### config.mk
export PLATFORM = sky130hd
export DESIGN_NAME = tvp_arith
export DESIGN_NICKNAME = d
export VERILOG_FILES = /design/src/tvp_pkg.sv /design/src/tvp_arith.sv
export SDC_FILE = /design/constraint.sdc
export NUM_CORES = 2
export LEC_CHECK = 0
export BUFFER_PORTS_ARGS = -buffer_cell sky130_fd_sc_hd__buf_2
export CORE_ASPECT_RATIO = 0.6
export CORE_UTILIZATION = 58
export CTS_BUF_LIST = sky130_fd_sc_hd__clkbuf_2
export CTS_CLUSTER_DIAMETER = 40
export CTS_CLUSTER_SIZE = 24
export DETAILED_ROUTE_END_ITERATION = 6
export GPL_TIMING_DRIVEN = 0
export HOLD_SLACK_MARGIN = 0.02
export PLACE_DENSITY_LB_ADDON = 0.08
export SYNTH_ARGS = -nofsm -noshare
export SYNTH_HDL_FRONTEND = slang
export SYNTH_SLANG_ARGS = --single-unit
### constraint.sdc
create_clock -name clk -period 12.3 [get_ports clk]
set_input_delay 1.23 -clock clk [delete_from_list [all_inputs] [get_ports clk]]
set_output_delay 1.23 -clock clk [all_outputs]
set_load 0.02 [all_outputs]
### src/tvp_pkg.sv
// shared types and constants for the trapezoidal velocity profile generator
package tvp_pkg;

  localparam logic KIND_PLAN = 1'b0;
  localparam logic KIND_EVAL = 1'b1;

  localparam logic STATUS_OK     = 1'b0;
  localparam logic STATUS_REJECT = 1'b1;

  localparam logic [31:0] ACCEL_TIME_RESET = 32'h0001_0000;
  localparam logic [14:0] PROG_FULL        = 15'd25600;
  localparam int          MAX_EVAL         = 8;

  typedef enum logic [1:0] {
    OP_MUL,
    OP_DIV48,
    OP_DIV64,
    OP_SQRT
  } tvp_op_t;

  typedef enum logic [1:0] {
    SEG_UP,
    SEG_CRUISE,
    SEG_DOWN
  } tvp_seg_t;

  typedef enum logic [4:0] {
    S_IDLE,
    S_P_END,
    S_P_DIST,
    S_P_CHECK,
    S_P_ACC,
    S_P_BOUND,
    S_P_SQV,
    S_P_SQ0,
    S_P_SQF,
    S_P_X1,
    S_P_X2,
    S_P_SHAPE,
    S_P_AD,
    S_P_ROOT,
    S_P_TC,
    S_P_T1,
    S_P_T2,
    S_P_TF,
    S_P_DX,
    S_P_CR,
    S_P_SAVE,
    S_P_OUT,
    S_E_LOAD,
    S_E_SEG,
    S_E_MA,
    S_E_M1,
    S_E_M2,
    S_E_POS,
    S_E_PM,
    S_E_PD,
    S_E_OUT
  } tvp_state_t;

  typedef struct packed {
    logic        kind;
    logic [2:0]  axis;
    logic [31:0] start_position;
    logic [31:0] end_position;
    logic        end_is_absolute;
    logic [31:0] start_velocity;
    logic [31:0] end_velocity;
    logic [31:0] max_speed;
    logic [31:0] eval_time;
  } tvp_in_t;

  typedef struct packed {
    logic [2:0]  axis_index;
    logic [31:0] position;
    logic [31:0] velocity;
    logic [31:0] acceleration;
    logic [14:0] progress;
    logic        status;
    logic        last;
  } tvp_out_t;

endpackage

### src/tvp_arith.sv
// shared arithmetic unit: registered multiply, bit-serial divide, bit-serial square root
module tvp_arith (
  input  logic             clk,
  input  logic             rst,
  input  logic             start,
  input  tvp_pkg::tvp_op_t op,
  input  logic [63:0]      opa,
  input  logic [31:0]      opb,
  output logic [63:0]      res,
  output logic             done
);
  import tvp_pkg::*;

  logic        running;
  tvp_op_t     mode;
  logic [5:0]  cnt;
  logic [63:0] num;
  logic [63:0] quo;
  logic [63:0] sbit;
  logic [31:0] rem;
  logic [31:0] den;

  logic [64:0] prod;
  logic [32:0] shifted;
  logic        div_ge;
  logic [31:0] rem_next;
  logic [63:0] quo_div_next;
  logic [63:0] trial;
  logic        sq_ge;
  logic [63:0] num_sq_next;
  logic [63:0] quo_sq_next;

  assign prod         = opa[32:0] * opb;
  assign shifted      = {rem, num[63]};
  assign div_ge       = shifted >= {1'b0, den};
  assign rem_next     = div_ge ? 32'(shifted - {1'b0, den}) : shifted[31:0];
  assign quo_div_next = {quo[62:0], div_ge};
  assign trial        = quo + sbit;
  assign sq_ge        = num >= trial;
  assign num_sq_next  = sq_ge ? num - trial : num;
  assign quo_sq_next  = sq_ge ? (quo >> 1) + sbit : quo >> 1;

  always_ff @(posedge clk) begin
    if (rst) begin
      running <= 1'b0;
      done    <= 1'b0;
    end else begin
      done <= 1'b0;
      if (start) begin
        running <= (op != OP_MUL);
        done    <= (op == OP_MUL);
      end else if (running && cnt == 6'd0) begin
        running <= 1'b0;
        done    <= 1'b1;
      end
    end
  end

  always_ff @(posedge clk) begin
    if (start) begin
      mode <= op;
      rem  <= '0;
      quo  <= '0;
      den  <= opb;
      case (op)
        OP_MUL: begin
          res <= prod[63:0];
        end
        OP_DIV48: begin
          num <= {opa[47:0], 16'h0000};
          cnt <= 6'd47;
        end
        OP_DIV64: begin
          num <= opa;
          cnt <= 6'd63;
        end
        OP_SQRT: begin
          num  <= opa;
          sbit <= 64'h4000_0000_0000_0000;
          cnt  <= 6'd31;
        end
        default: begin
          res <= '0;
        end
      endcase
    end else if (running) begin
      cnt <= cnt - 6'd1;
      if (mode == OP_SQRT) begin
        num  <= num_sq_next;
        quo  <= quo_sq_next;
        sbit <= sbit >> 2;
        if (cnt == 6'd0) res <= quo_sq_next;
      end else begin
        rem <= rem_next;
        num <= num << 1;
        quo <= quo_div_next;
        if (cnt == 6'd0) res <= quo_div_next;
      end
    end
  end

endmodule

==> reports/qor.txt <==
Top layer in use = met5
Wire length per cell = 31.74 um
CTS tree = done
Clk_lat worst skew = 1.18 ns
WP buf/inv = 4
CP required = 13.27 ns
Worst reg-to-reg setup slack = 1.93 ns
Max stage delay cell, worst path = clkbuf_1
Reg-to-reg endpoint = num[61]
Critical path depth = 24
WL met2 = 92450 um
Initial Util = 58.95%
Vias per cell = 6.670
Row cnt = 89
Worst-margin pin slew = 1.688 ns
Largest net degree at the start of global routing = 63
Post_cts resized = 0
Async set-reset flop share out of synthesis = 0%
Htree depth = 2
Syn_nets = 8215
Gr usage total = 51.80%
Flops & latches, synth = 298
Max_cap viols = 8
Congestion Overflow GR = 0
Initial antenna violation count = 31
Number of fill cells = 8545
Crit path launch type = primary input
CP Data Arrival Time = 11.51 ns
Area Overhead vs Synth = 5.677%
Min cycle time layout = 10.54 ns
Violated checks = DRC, capacitance limit, slew limit
Cts-stage hold buffer count = 0
Tcrit/Tclk final = 85.69%
Setup crit end kind = register
R2R cell count = 26
Num Clock Sinks = 298
Multi-input logic area = 44940 sq um
RR Startpoint = sbit[2]
Min-Delay Path Class = primary input to register
Routed vias = 55740
Synth Area per Inst = 8.622 sq um
Placed cells = 8249
DRC = 1
Post-DRT Antenna Nets = 0
Crit path capture = res[63]
GPL Wtd Cong = 1.089
I/O Pins = 166
First-pass GRT wire length = 372000 um
Post-synth top area share = 31.83%
Sequential fraction of the synthesis area = 13.67%
Worst Skew = 0.1750 ns
Synth area leader = fa_1
Met1 wire length = 104200 um
Ys Warns = 0
Chip Width = 411.3 um
Cell variety after synth = 89
Top delay family on crit path = adder cells
Register area = 7968 sq um
Slew margin rel. = -12.52%
Final Hold Vio Count = 0
Crit-path max cell delay = 1.17 ns
Final setup fails = 0
Ys flop type = edfxtp_1
Non-Filler Instances = 8357
Post-CTS setup buffer count = 0
CTS Buf Count = 37
Port Buf Inserts = 164
Post-synth EDFFs = 200
DR iter-0 viols = 9202
Slew Limit Fails = 77
Die Ht = 247.6 um
Critical path, cell by cell = buf_2 > clkbuf_1 > nand2_1 > fa_1 > fa_1 > fa_1 > fa_1 > inv_1 > fa_1 > fa_1 > fa_1 > fa_1 > ha_1 > clkbuf_1 > nand4_1 > nor3_1 > nor4bb_1 > a32o_1 > o21ai_0 > nand3_1 > nand2_1 > o21ai_0 > nor4_1 > nor3_1
Routed wire length = 265300 um
Clock-pin slew on the worst setup and hold paths = 0.31 ns
Kind of critical path = primary input to register
Post-synthesis cell count = 6761
Status = finished, violations left
CP Max Fanout = 10
Synth area leaders = fa_1, edfxtp_1, ha_1, inv_1, nand2_1
Crit path from = opa[17]
DP HPWL = 218600 um
Max Root-Sink Buffers = 3
Layout cells sized above 1 = 4.773%
CTS root buf = clkbuf_2
Most Frequent Cell on Critical Path = fa_1
Mapped cell area = 58290 sq um
First drt pass iteration count = 7
Vias in the first global route = 52290
Met3 WL = 56310 um
Die area = 101800 sq um
RSZ-0062 raised after global routing = false
Core outline area = 98880 sq um
Final #Nets = 8423
Highest Clock Rate = 94.88 MHz
-- worst min path at each step --
stage	from	slack, ns	end	cells past startpoint
after floorplan	rem[3]	0.47	rem[4]	2
after global placement	rem[15]	0.51	rem[15]	2
after detailed placement	quo[0]	0.51	quo[0]	2
after CTS	rst	0.20	done	2
after global routing	rst	0.23	done	2
final	rst	0.27	done	2
-- cells in the mapped netlist (28+ instances only) --
master	instances
inv_1	1011
nand2_1	996
fa_1	927
and2_1	506
ha_1	426
clkbuf_1	382
a21oi_1	280
nor2_1	266
o21ai_0	225
edfxtp_1	200
xnor2_1	151
xor2_1	105
dfxtp_1	98
a21o_1	92
nand3_1	92
a31oi_1	86
a211oi_1	82
nand4_1	67
o21bai_1	67
nor3_1	58
mux2i_1	56
nor2b_1	56
and3_1	48
o221ai_1	35
a31o_2	33
o21a_1	31
o31ai_1	28
-- placed cells by master (no fill, tap or decap), types with 14 or more instances in the layout --
master and instances:
fa_1 927, o21ai_0 223, buf_2 183, xor2_1 105
nor2b_1 56, nand2b_1 23, diode_2 40, mux2i_1 56
inv_1 1011, o21a_1 31, nand3_1 92, a21oi_1 279
o22ai_1 24, nand2_1 996, nor3_1 58, dfxtp_1 98
or3_1 22, nand4_1 67, edfxtp_1 200, o221ai_1 35
o31a_1 18, and2_1 506, a21o_1 92, xnor2_1 151
clkbuf_1 381, o21bai_1 67, clkbuf_2 42, and3_1 48
nor2_1 266, a211oi_1 82, a31o_2 33, ha_1 426
o31ai_1 28, a31oi_1 86, a211o_1 14, o211ai_1 27
-- flip-flops by register name, indices dropped and copies added (netlist names) --
name and count:
cnt 6, den 32, done 1, mode 2, num 64, quo 64, rem 32, res 64
running 1, sbit 32
-- metrics by stage --
stage	TNS [ns]	hold slack, ns	util, %	worst slack, ns	instance area (sq um)
floorplan	0	0.4725	-	2.470	58290
global placement	-271.23	0.5063	61.45	-4.255	60770
detailed placement	0	0.5054	61.61	1.311	60920
CTS	0	0.2005	62.20	2.505	61500
global route	0	0.2264	62.21	1.817	61520
finish	0	0.2721	62.30	1.760	61600
-- worst reg2reg max path: cells and delay by family, from the launching register on --
kind | cells | cell delay, ns
and+or+nand+nor | 5 | 1.58
buffers and inverters | 5 | 1.88
DFF | 1 | 0.57
AOI/OAI and AO/OA | 13 | 4.98
adders and majority gates | 2 | 0.56
xor gates and xnor gates | 1 | 0.38
-- logic make-up (layout without fill, tap and decap cells) --
family | after synthesis | after routing | share of synthesized area (%)
mux | 66 | 66 | 1.155
buf+inv | 1430 | 1667 | 9.298
simple gates | 2194 | 2194 | 17.93
flops | 298 | 298 | 13.67
compound gates | 1164 | 1164 | 13.12
xor+xnor | 256 | 256 | 3.846
other cells | 0 | 40 | 0
fa+ha+maj | 1353 | 1353 | 40.98
-- final cells by class --
class | count | area share (%)
Inverter | 1012 | 6.166
Antenna cell | 40 | 0.1625
Sequential cell | 298 | 12.93
Tap cell | 1319 | 2.679
Clock inverter | 29 | 0.6235
Buffer | 418 | 2.634
Multi-Input combinational cell | 5033 | 72.95
Timing Repair Buffer | 169 | 1.531
Clock buffer | 39 | 0.3168
-- routing by layer --
| metal | vias to the layer above | GRT usage (%) |
|---|---|---|
| met5 | - | 0.6524 |
| met4 | 22 | 19.02 |
| met3 | 794 | 32.54 |
| met2 | 5162 | 61.96 |
| met1 | 27400 | 72.95 |
| li1 | 22360 | - |
Power is left out: the tool's default activity adds up to more than one toggle a clock period on the data nets, which glitch-free logic cannot reach.
